==> config.mk <==
export PLATFORM = sky130hd
export DESIGN_NAME = sound_command_stack_sequencer_flat
export DESIGN_NICKNAME = d
export VERILOG_FILES = /design/src/hdl/scss_pkg.sv /design/src/hdl/scss_if.sv /design/src/hdl/sound_command_stack_sequencer.sv /design/src/hdl/scss_ram.sv /design/src/hdl/scss_writer.sv /design/src/flat_wrapper.sv
export SDC_FILE = /design/constraint.sdc
export NUM_CORES = 1
export LEC_CHECK = 0
export BUFFER_PORTS_ARGS = -buffer_cell sky130_fd_sc_hd__buf_4
export CORE_MARGIN = 2
export CORE_UTILIZATION = 60
export DETAILED_ROUTE_END_ITERATION = 6
export HOLD_SLACK_MARGIN = 0.06
export PLACE_DENSITY = 0.86
export SLEW_MARGIN = 20
export SYNTH_ARGS = -nofsm -noshare
export SYNTH_HDL_FRONTEND = slang
export SYNTH_SLANG_ARGS = --single-unit
==> constraint.sdc <==
create_clock -name clk -period 4.1 [get_ports clk]
set_input_delay 0.41 -clock clk [delete_from_list [all_inputs] [get_ports clk]]
set_output_delay 0.41 -clock clk [all_outputs]
set_load 0.005 [all_outputs]
==> src/hdl/scss_pkg.sv <==
// Shared types, codes and byte functions of the sound command stack sequencer.
package scss_pkg;

  localparam logic [7:0] CMD_NULL_A     = 8'h00;
  localparam logic [7:0] CMD_NULL_B     = 8'h80;
  localparam logic [7:0] CMD_MUSIC_LO   = 8'h81;
  localparam logic [7:0] CMD_MUSIC_HI   = 8'h8f;
  localparam logic [7:0] CMD_MUSIC_TOP  = 8'hf0;
  localparam logic [7:0] CMD_BEGIN_COLL = 8'he4;
  localparam logic [7:0] CMD_END_COLL   = 8'he6;
  localparam logic [7:0] CMD_PLAIN_E    = 8'hea;
  localparam logic [7:0] CMD_DELAY_LO   = 8'he0;
  localparam logic [7:0] SAMPLE_MASK    = 8'h3f;
  localparam logic [7:0] SAMPLE_FLAG    = 8'h80;

  typedef enum logic [2:0] {
    CLS_NONE,
    CLS_BEGIN,
    CLS_END,
    CLS_SINGLE,
    CLS_PLAIN
  } cmd_class_t;

  typedef enum logic [1:0] {
    WR_STOP,
    WR_SAMPLE,
    WR_START
  } wr_phase_t;

  typedef enum logic {
    ST_IDLE,
    ST_READ
  } seq_state_t;

  // Hand-off of one byte to send from the controller to the write sequencer.
  typedef struct packed {
    logic       valid;
    logic [7:0] data;
  } send_req_t;

  function automatic cmd_class_t classify(input logic [7:0] b);
    cmd_class_t cls;
    if (b == CMD_NULL_A || b == CMD_NULL_B) begin
      cls = CLS_NONE;
    end else if ((b >= CMD_MUSIC_LO && b <= CMD_MUSIC_HI) || b >= CMD_MUSIC_TOP) begin
      cls = CLS_NONE;
    end else if (b == CMD_BEGIN_COLL) begin
      cls = CLS_BEGIN;
    end else if (b == CMD_END_COLL) begin
      cls = CLS_END;
    end else if (b >= CMD_DELAY_LO && b != CMD_PLAIN_E) begin
      cls = CLS_SINGLE;
    end else begin
      cls = CLS_PLAIN;
    end
    return cls;
  endfunction

  // Bank select: highest set bit among bits 7, 6 and 5.
  function automatic logic [7:0] stop_code(input logic [7:0] b);
    logic [7:0] code;
    if (b[7]) begin
      code = 8'h40;
    end else if (b[6]) begin
      code = 8'h20;
    end else if (b[5]) begin
      code = 8'h10;
    end else begin
      code = 8'h08;
    end
    return code;
  endfunction

  function automatic logic [7:0] start_code(input logic [7:0] b);
    logic [7:0] code;
    if (b[7]) begin
      code = 8'h80;
    end else if (b[6]) begin
      code = 8'h40;
    end else if (b[5]) begin
      code = 8'h20;
    end else begin
      code = 8'h10;
    end
    return code;
  endfunction

  function automatic logic [7:0] chip_byte(input logic [7:0] b, input wr_phase_t ph);
    logic [7:0] v;
    case (ph)
      WR_STOP:   v = stop_code(b);
      WR_SAMPLE: v = SAMPLE_FLAG | (b & SAMPLE_MASK);
      WR_START:  v = start_code(b);
      default:   v = stop_code(b);
    endcase
    return v;
  endfunction

endpackage

==> src/hdl/scss_if.sv <==
// Valid/ready channel interfaces for command items and chip write items.
interface scss_in_if;
  logic       valid;
  logic       ready;
  logic       kind;
  logic [7:0] command_byte;
  logic [3:0] chip_voices_busy;

  modport source (output valid, output kind, output command_byte,
                  output chip_voices_busy, input ready);
  modport sink   (input valid, input kind, input command_byte,
                  input chip_voices_busy, output ready);
endinterface

interface scss_out_if;
  logic       valid;
  logic       ready;
  logic [7:0] chip_write_byte;
  logic       last_write;

  modport source (output valid, output chip_write_byte, output last_write, input ready);
  modport sink   (input valid, input chip_write_byte, input last_write, output ready);
endinterface

==> src/hdl/sound_command_stack_sequencer.sv <==
// Top level of the sound command stack sequencer.
//
// Channels: in_item carries one item per handshake, either a command byte
// (kind 0) or a playback timer tick (kind 1) with the chip voice status.
// out_item carries chip data port writes; every byte sent gives three items
// in a row (voice stop, sample code, voice start), the last flagged by
// last_write. Both channels complete an item when valid and ready are high.
// Timing: an immediate byte shows its first write the cycle after it is
// accepted; a popped byte once the stack RAM read is registered and the
// read data has gone to the write sequencer. An item that sends holds the
// input until its three writes are taken, and a pop waits for the RAM read
// first; other items leave the input free for the next item.
// in_item.ready stays low while a byte is still being written out, so a
// stall on out_item holds the write and backs up the input.
// Reset (rst_n low, synchronous) empties the stack, stops collecting,
// disarms playback and drops any write in flight. The stack RAM keeps its
// contents; only entries below the level are ever read.
module sound_command_stack_sequencer #(
  parameter int STACK_DEPTH = 32
) (
  input  logic       clk,
  input  logic       rst_n,
  scss_in_if.sink    in_item,
  scss_out_if.source out_item
);

  localparam int AW = $clog2(STACK_DEPTH);
  localparam int LW = $clog2(STACK_DEPTH + 1);

  scss_pkg::seq_state_t state_r, state_nxt;
  logic [LW-1:0]        level_r, level_nxt;
  logic                 coll_r, coll_nxt;
  logic                 armed_r, armed_nxt;

  logic                 in_acc;
  logic                 pop_start;
  logic                 wr_busy;
  scss_pkg::cmd_class_t cls;
  scss_pkg::send_req_t  req;

  logic                 ram_wr_en;
  logic [AW-1:0]        ram_wr_addr;
  logic                 ram_rd_en;
  logic [AW-1:0]        ram_rd_addr;
  logic [7:0]           ram_rd_data;

  assign in_acc = in_item.valid & in_item.ready;
  assign cls    = scss_pkg::classify(in_item.command_byte);

  // Command and tick decode: update stack level and flags, push or pop.
  always_comb begin
    level_nxt   = level_r;
    coll_nxt    = coll_r;
    armed_nxt   = armed_r;
    ram_wr_en   = 1'b0;
    ram_wr_addr = level_r[AW-1:0];
    ram_rd_en   = 1'b0;
    ram_rd_addr = AW'(level_r - LW'(1));
    pop_start   = 1'b0;
    req.valid   = 1'b0;
    req.data    = in_item.command_byte;

    if (in_acc) begin
      if (in_item.kind) begin
        if (armed_r) begin
          if (level_r == '0) begin
            armed_nxt = 1'b0;
          end else if (in_item.chip_voices_busy == '0) begin
            // pop the top entry; data returns next cycle
            level_nxt = level_r - LW'(1);
            ram_rd_en = 1'b1;
            pop_start = 1'b1;
          end
        end
      end else begin
        case (cls)
          scss_pkg::CLS_BEGIN: begin
            coll_nxt  = 1'b1;
            level_nxt = '0;
          end
          scss_pkg::CLS_END: begin
            coll_nxt  = 1'b0;
            armed_nxt = 1'b1;
          end
          scss_pkg::CLS_SINGLE: begin
            // stack holds only this byte
            coll_nxt    = 1'b0;
            armed_nxt   = 1'b1;
            ram_wr_en   = 1'b1;
            ram_wr_addr = '0;
            level_nxt   = LW'(1);
          end
          scss_pkg::CLS_PLAIN: begin
            if (coll_r) begin
              // push unless full; a full stack drops the byte
              if (level_r < LW'(STACK_DEPTH)) begin
                ram_wr_en = 1'b1;
                level_nxt = level_r + LW'(1);
              end
            end else begin
              req.valid = 1'b1;
            end
          end
          default: begin
          end
        endcase
      end
    end

    // hand the popped byte to the write sequencer
    if (state_r == scss_pkg::ST_READ) begin
      req.valid = 1'b1;
      req.data  = ram_rd_data;
    end
  end

  // Next state: a pop waits in ST_READ for the RAM read.
  always_comb begin
    state_nxt = state_r;
    unique case (state_r)
      scss_pkg::ST_IDLE: if (pop_start) state_nxt = scss_pkg::ST_READ;
      scss_pkg::ST_READ: state_nxt = scss_pkg::ST_IDLE;
    endcase
  end

  // Outputs of the state machine: take an item only when nothing is in flight.
  always_comb begin
    in_item.ready = 1'b0;
    unique case (state_r)
      scss_pkg::ST_IDLE: in_item.ready = ~wr_busy;
      scss_pkg::ST_READ: in_item.ready = 1'b0;
    endcase
  end

  always_ff @(posedge clk) begin
    if (!rst_n) begin
      state_r <= scss_pkg::ST_IDLE;
      level_r <= '0;
      coll_r  <= 1'b0;
      armed_r <= 1'b0;
    end else begin
      state_r <= state_nxt;
      level_r <= level_nxt;
      coll_r  <= coll_nxt;
      armed_r <= armed_nxt;
    end
  end

  scss_ram #(
    .WIDTH (8),
    .DEPTH (STACK_DEPTH)
  ) u_stack (
    .clk     (clk),
    .wr_en   (ram_wr_en),
    .wr_addr (ram_wr_addr),
    .wr_data (in_item.command_byte),
    .rd_en   (ram_rd_en),
    .rd_addr (ram_rd_addr),
    .rd_data (ram_rd_data)
  );

  scss_writer u_writer (
    .clk      (clk),
    .rst_n    (rst_n),
    .req      (req),
    .busy     (wr_busy),
    .out_item (out_item)
  );

endmodule

==> src/hdl/scss_ram.sv <==
// Generic single-write, single-read synchronous RAM with registered read.
module scss_ram #(
  parameter int WIDTH = 8,
  parameter int DEPTH = 32
) (
  input  logic                     clk,
  input  logic                     wr_en,
  input  logic [$clog2(DEPTH)-1:0] wr_addr,
  input  logic [WIDTH-1:0]         wr_data,
  input  logic                     rd_en,
  input  logic [$clog2(DEPTH)-1:0] rd_addr,
  output logic [WIDTH-1:0]         rd_data
);

  logic [WIDTH-1:0] mem [DEPTH];
  logic [WIDTH-1:0] rd_data_r;

  always_ff @(posedge clk) begin
    if (wr_en) begin
      mem[wr_addr] <= wr_data;
    end
    if (rd_en) begin
      rd_data_r <= mem[rd_addr];
    end
  end

  assign rd_data = rd_data_r;

endmodule

==> src/hdl/scss_writer.sv <==
// Write sequencer: turns one byte into stop, sample and start chip writes.
module scss_writer (
  input  logic                clk,
  input  logic                rst_n,
  input  scss_pkg::send_req_t req,
  output logic                busy,
  scss_out_if.source          out_item
);

  logic                busy_r, busy_nxt;
  scss_pkg::wr_phase_t phase_r, phase_nxt;
  logic [7:0]          data_r, data_nxt;
  logic                out_acc;

  assign out_acc = out_item.valid & out_item.ready;

  always_comb begin
    busy_nxt  = busy_r;
    phase_nxt = phase_r;
    data_nxt  = data_r;
    if (req.valid) begin
      busy_nxt  = 1'b1;
      phase_nxt = scss_pkg::WR_STOP;
      data_nxt  = req.data;
    end else if (out_acc) begin
      case (phase_r)
        scss_pkg::WR_STOP:   phase_nxt = scss_pkg::WR_SAMPLE;
        scss_pkg::WR_SAMPLE: phase_nxt = scss_pkg::WR_START;
        default: begin
          // drop busy after the start write
          busy_nxt  = 1'b0;
          phase_nxt = scss_pkg::WR_STOP;
        end
      endcase
    end
  end

  always_ff @(posedge clk) begin
    if (!rst_n) begin
      busy_r  <= 1'b0;
      phase_r <= scss_pkg::WR_STOP;
    end else begin
      busy_r  <= busy_nxt;
      phase_r <= phase_nxt;
    end
    data_r <= data_nxt;
  end

  assign busy                     = busy_r;
  assign out_item.valid           = busy_r;
  assign out_item.chip_write_byte = scss_pkg::chip_byte(data_r, phase_r);
  assign out_item.last_write      = (phase_r == scss_pkg::WR_START);

endmodule

==> src/flat_wrapper.sv <==
// flat-port wrapper written by rule: the top's interface ports become plain ports
module sound_command_stack_sequencer_flat 
#(
  parameter int STACK_DEPTH = 32
)
  (clk, rst_n, in_item_valid, in_item_kind, in_item_command_byte, in_item_chip_voices_busy, in_item_ready, out_item_valid, out_item_chip_write_byte, out_item_last_write, out_item_ready);
  scss_in_if in_item_i ();
  scss_out_if out_item_i ();
  input  logic clk;
  input  logic rst_n;
  input wire logic [$bits(in_item_i.valid)-1:0] in_item_valid;
  input wire logic [$bits(in_item_i.kind)-1:0] in_item_kind;
  input wire logic [$bits(in_item_i.command_byte)-1:0] in_item_command_byte;
  input wire logic [$bits(in_item_i.chip_voices_busy)-1:0] in_item_chip_voices_busy;
  output wire logic [$bits(in_item_i.ready)-1:0] in_item_ready;
  output wire logic [$bits(out_item_i.valid)-1:0] out_item_valid;
  output wire logic [$bits(out_item_i.chip_write_byte)-1:0] out_item_chip_write_byte;
  output wire logic [$bits(out_item_i.last_write)-1:0] out_item_last_write;
  input wire logic [$bits(out_item_i.ready)-1:0] out_item_ready;
  assign in_item_i.valid = in_item_valid;
  assign in_item_i.kind = in_item_kind;
  assign in_item_i.command_byte = in_item_command_byte;
  assign in_item_i.chip_voices_busy = in_item_chip_voices_busy;
  assign in_item_ready = in_item_i.ready;
  assign out_item_valid = out_item_i.valid;
  assign out_item_chip_write_byte = out_item_i.chip_write_byte;
  assign out_item_last_write = out_item_i.last_write;
  assign out_item_i.ready = out_item_ready;
  sound_command_stack_sequencer #(.STACK_DEPTH(STACK_DEPTH)) u_core (.clk(clk), .rst_n(rst_n), .in_item(in_item_i), .out_item(out_item_i));
endmodule
==> out/results.ini <==
[global_route]
antenna_found_initial=0
grt_pass1_wl_mm=38.0
grt_max_degree=77
grt_usage_pct=25.6
gr-total-overflow=0
grt_pass1_vias=6025

[floorplanning]
coreArea_um2=18800
initial_core_util_pct=61.6
fp.dieH_um=143
die_width_um=143
die_area_um2=20500
rows=50
io_pins=28

[timing]
max_freq_mhz=304
setup_viol=0
slew_viol_final=0
min_period_ns=3.29
fin_crit_sh_pct=80.2
finalHoldViolCount=0
tightest_slew_ns=1.06
whs_ns=0.177
fin_ws_ns=0.811
slew_headroom_pct=29.1
tns_ns=0
rsz0062_at_grt=no
fin_skew_ns=0.00882

[setup_path]
worst_path_largest_cell_delay_ns=0.77
startpoint_type=register
path_class=reg2reg
rrSetupSlack_ns=0.81
required_ns=4.39
crit_chain=inv_1, ha_2, buf_12, mux4_2, mux4_2, mux2_2
critical_path_arrival_ns=3.58
rr_startpoint=u_core.level_r[1]
r2r_end=u_core.u_stack.rd_data[5]
crit_slowest_cell=ha_2
cp_common_cell=mux4_2
r2r_cells=6
cp-end-kind=register
cp_max_fo=30

[clock_network]
cts_htree_levels=1
clock_tree.root_cell=clkbuf_16
clkSlewWorstSetupHoldPaths_ns=0.07
cts_hold_buf=0
postCtsSetupRepairBufs=0
insertion_delay_ns=0.53
cts_buffer_depth=3
cts_resized=0
cts_tree=built
cts_sinks=284
numCtsBuffers=27

[worst_hold_path]
min-delay-start=rst_n
min_path_cells=3
min_path_type=in2reg
hold_end=u_core.u_writer.phase_r[0]

[placed_design]
io_buffers=27
globalplace.congestion=0.847
hpwl_mm=14.7
post-place-ws_ns=0.678

[routing]
m1WireLength_mm=9.76
dr.pass1.iters=7
routed.top_layer=met4
wl_per_cell_um=27.5
wl_met3_mm=2.01
drt_iter0_markers=717
routed_wl_mm=24.8
drc=0
dr_wl_met2_mm=12.3
vias=5940
final_antenna_net_count=0
viasPerCell=6.59

[yosys]
synth_top_area_share_pct=70.4
syn_nets=602
yosysTopAreaCell=edfxtp_1
synth_area_leaders=edfxtp_1 (70%), mux4_2 (16%), dfxtp_1 (2.1%)
syn_area_um2=11600
yosysWarnings=0
synth_common_cells=edfxtp_1 (272), mux4_2 (80), nor2_1 (43)
ys_ff_latch=284
synth_area_per_cell_um2=20.0
yosysMostFrequentCell=edfxtp_1
synth_enable_flop_cells=272
synth_async_sr_flop_share_pct=0
synthesis.instances=580
synth_ff_type=edfxtp_1
netlist-cell-type-count=58
synth_seq_area_share_pct=72.5

[cells_and_area]
nets=644
num_antenna_cells=0
drive_gt1_share_pct=30.2
area_delta_synth_final_pct=12.2

[power]
p_leak_nw=3.99
vdd_drop_max_mv=0.320
powerDensity_nw_per_um2=476

[job]
maxCapViolCount=0

[outcome]
status=finished clean

-- stage by stage --
step / utilization (%) / power (mW) / area, um2 / instances
global route: 69.1 / 6.35 / 13000 / 902
global placement: 64.4 / 3.71 / 12100 / 853
finish: 69.1 / 6.20 / 13000 / 902
detailed placement: 64.4 / 3.73 / 12100 / 853
floorplan: - / 3.57 / 11600 / 580
CTS: 69.1 / 6.21 / 13000 / 902
-- registers in the layout (all words and copies together) (netlist names), 2 cells and up --
register and flops:
u_core.u_stack.mem 256, u_core.u_stack.rd_data 8, u_core.u_writer.data_r 8, u_core.level_r 6, u_core.u_writer.phase_r 2
-- power breakdown --
part           total (mW)  switching, mW  internal, mW
sequential           3.20         0.0117          3.19
combinational       0.474          0.258         0.216
clock                2.52           1.06          1.47
total                6.20           1.33          4.87
-- routing by layer --
metal  GRT usage (%)  vias to the layer above
met4            8.91                        0
li1                -                     2478
met3            3.72                       46
met5               0                        -
met2            40.8                      364
met1            37.2                     3052
-- final cells by class --
| type | count | area (um2) |
|---|---|---|
| Multi-Input combinational cell | 258 | 3010 |
| Sequential cell | 284 | 8410 |
| Fill cell | 1077 | 5810 |
| Clock inverter | 18 | 205 |
| Inverter | 9 | 33.8 |
| Timing Repair Buffer | 42 | 340 |
| Clock buffer | 31 | 691 |
| Tap cell | 260 | 325 |
-- how the worst max path moves through the flow --
stage	start	endpoint	slack (ns)
after floorplan	u_core.level_r[0]	u_core.u_stack.rd_data[0]	0.67
final	u_core.level_r[1]	u_core.u_stack.rd_data[5]	0.81
after detailed placement	in_item_command_byte[3]	u_core.u_stack.mem[9][2]	0.68
after global placement	in_item_command_byte[4]	u_core.u_stack.mem[5][1]	0.86
after global routing	u_core.level_r[1]	u_core.u_stack.rd_data[7]	0.71
after CTS	u_core.level_r[1]	u_core.u_stack.rd_data[7]	0.83
-- placed cells by master, fill, tap and decap left out, drive strengths merged, types with 8 or more instances in the layout --
master	Yosys	routed
edfxtp	272	272
mux4	80	80
nor2	43	43
buf	11	42
clkbuf	18	31
nand3	17	17
mux2	17	17
nand2	15	15
dfxtp	12	12
a21oi	11	11
inv	8	9
clkinv	1	8
-- worst max-delay path: cells and delay by family, from the launching register on --
family	cells	cell delay, ns
adder cells (fa/ha/maj)	1	0.77
buffers and inverters	2	0.46
flip-flops	1	0.54
multiplexers	3	1.24
-- cell families (layout without fill, tap and decap cells) --
kind of cell	Yosys count	after routing	synth area share [%]
and+or+nand+nor	109	109	4.94
xor gates and xnor gates	6	6	0.518
muxes	99	99	17.4
DFF	284	284	72.5
AOI/OAI and AO/OA	39	39	2.58
buffers and inverters	38	100	1.59
adders and majority gates	5	5	0.539
Note: power is estimated with default switching activity, not from simulation.
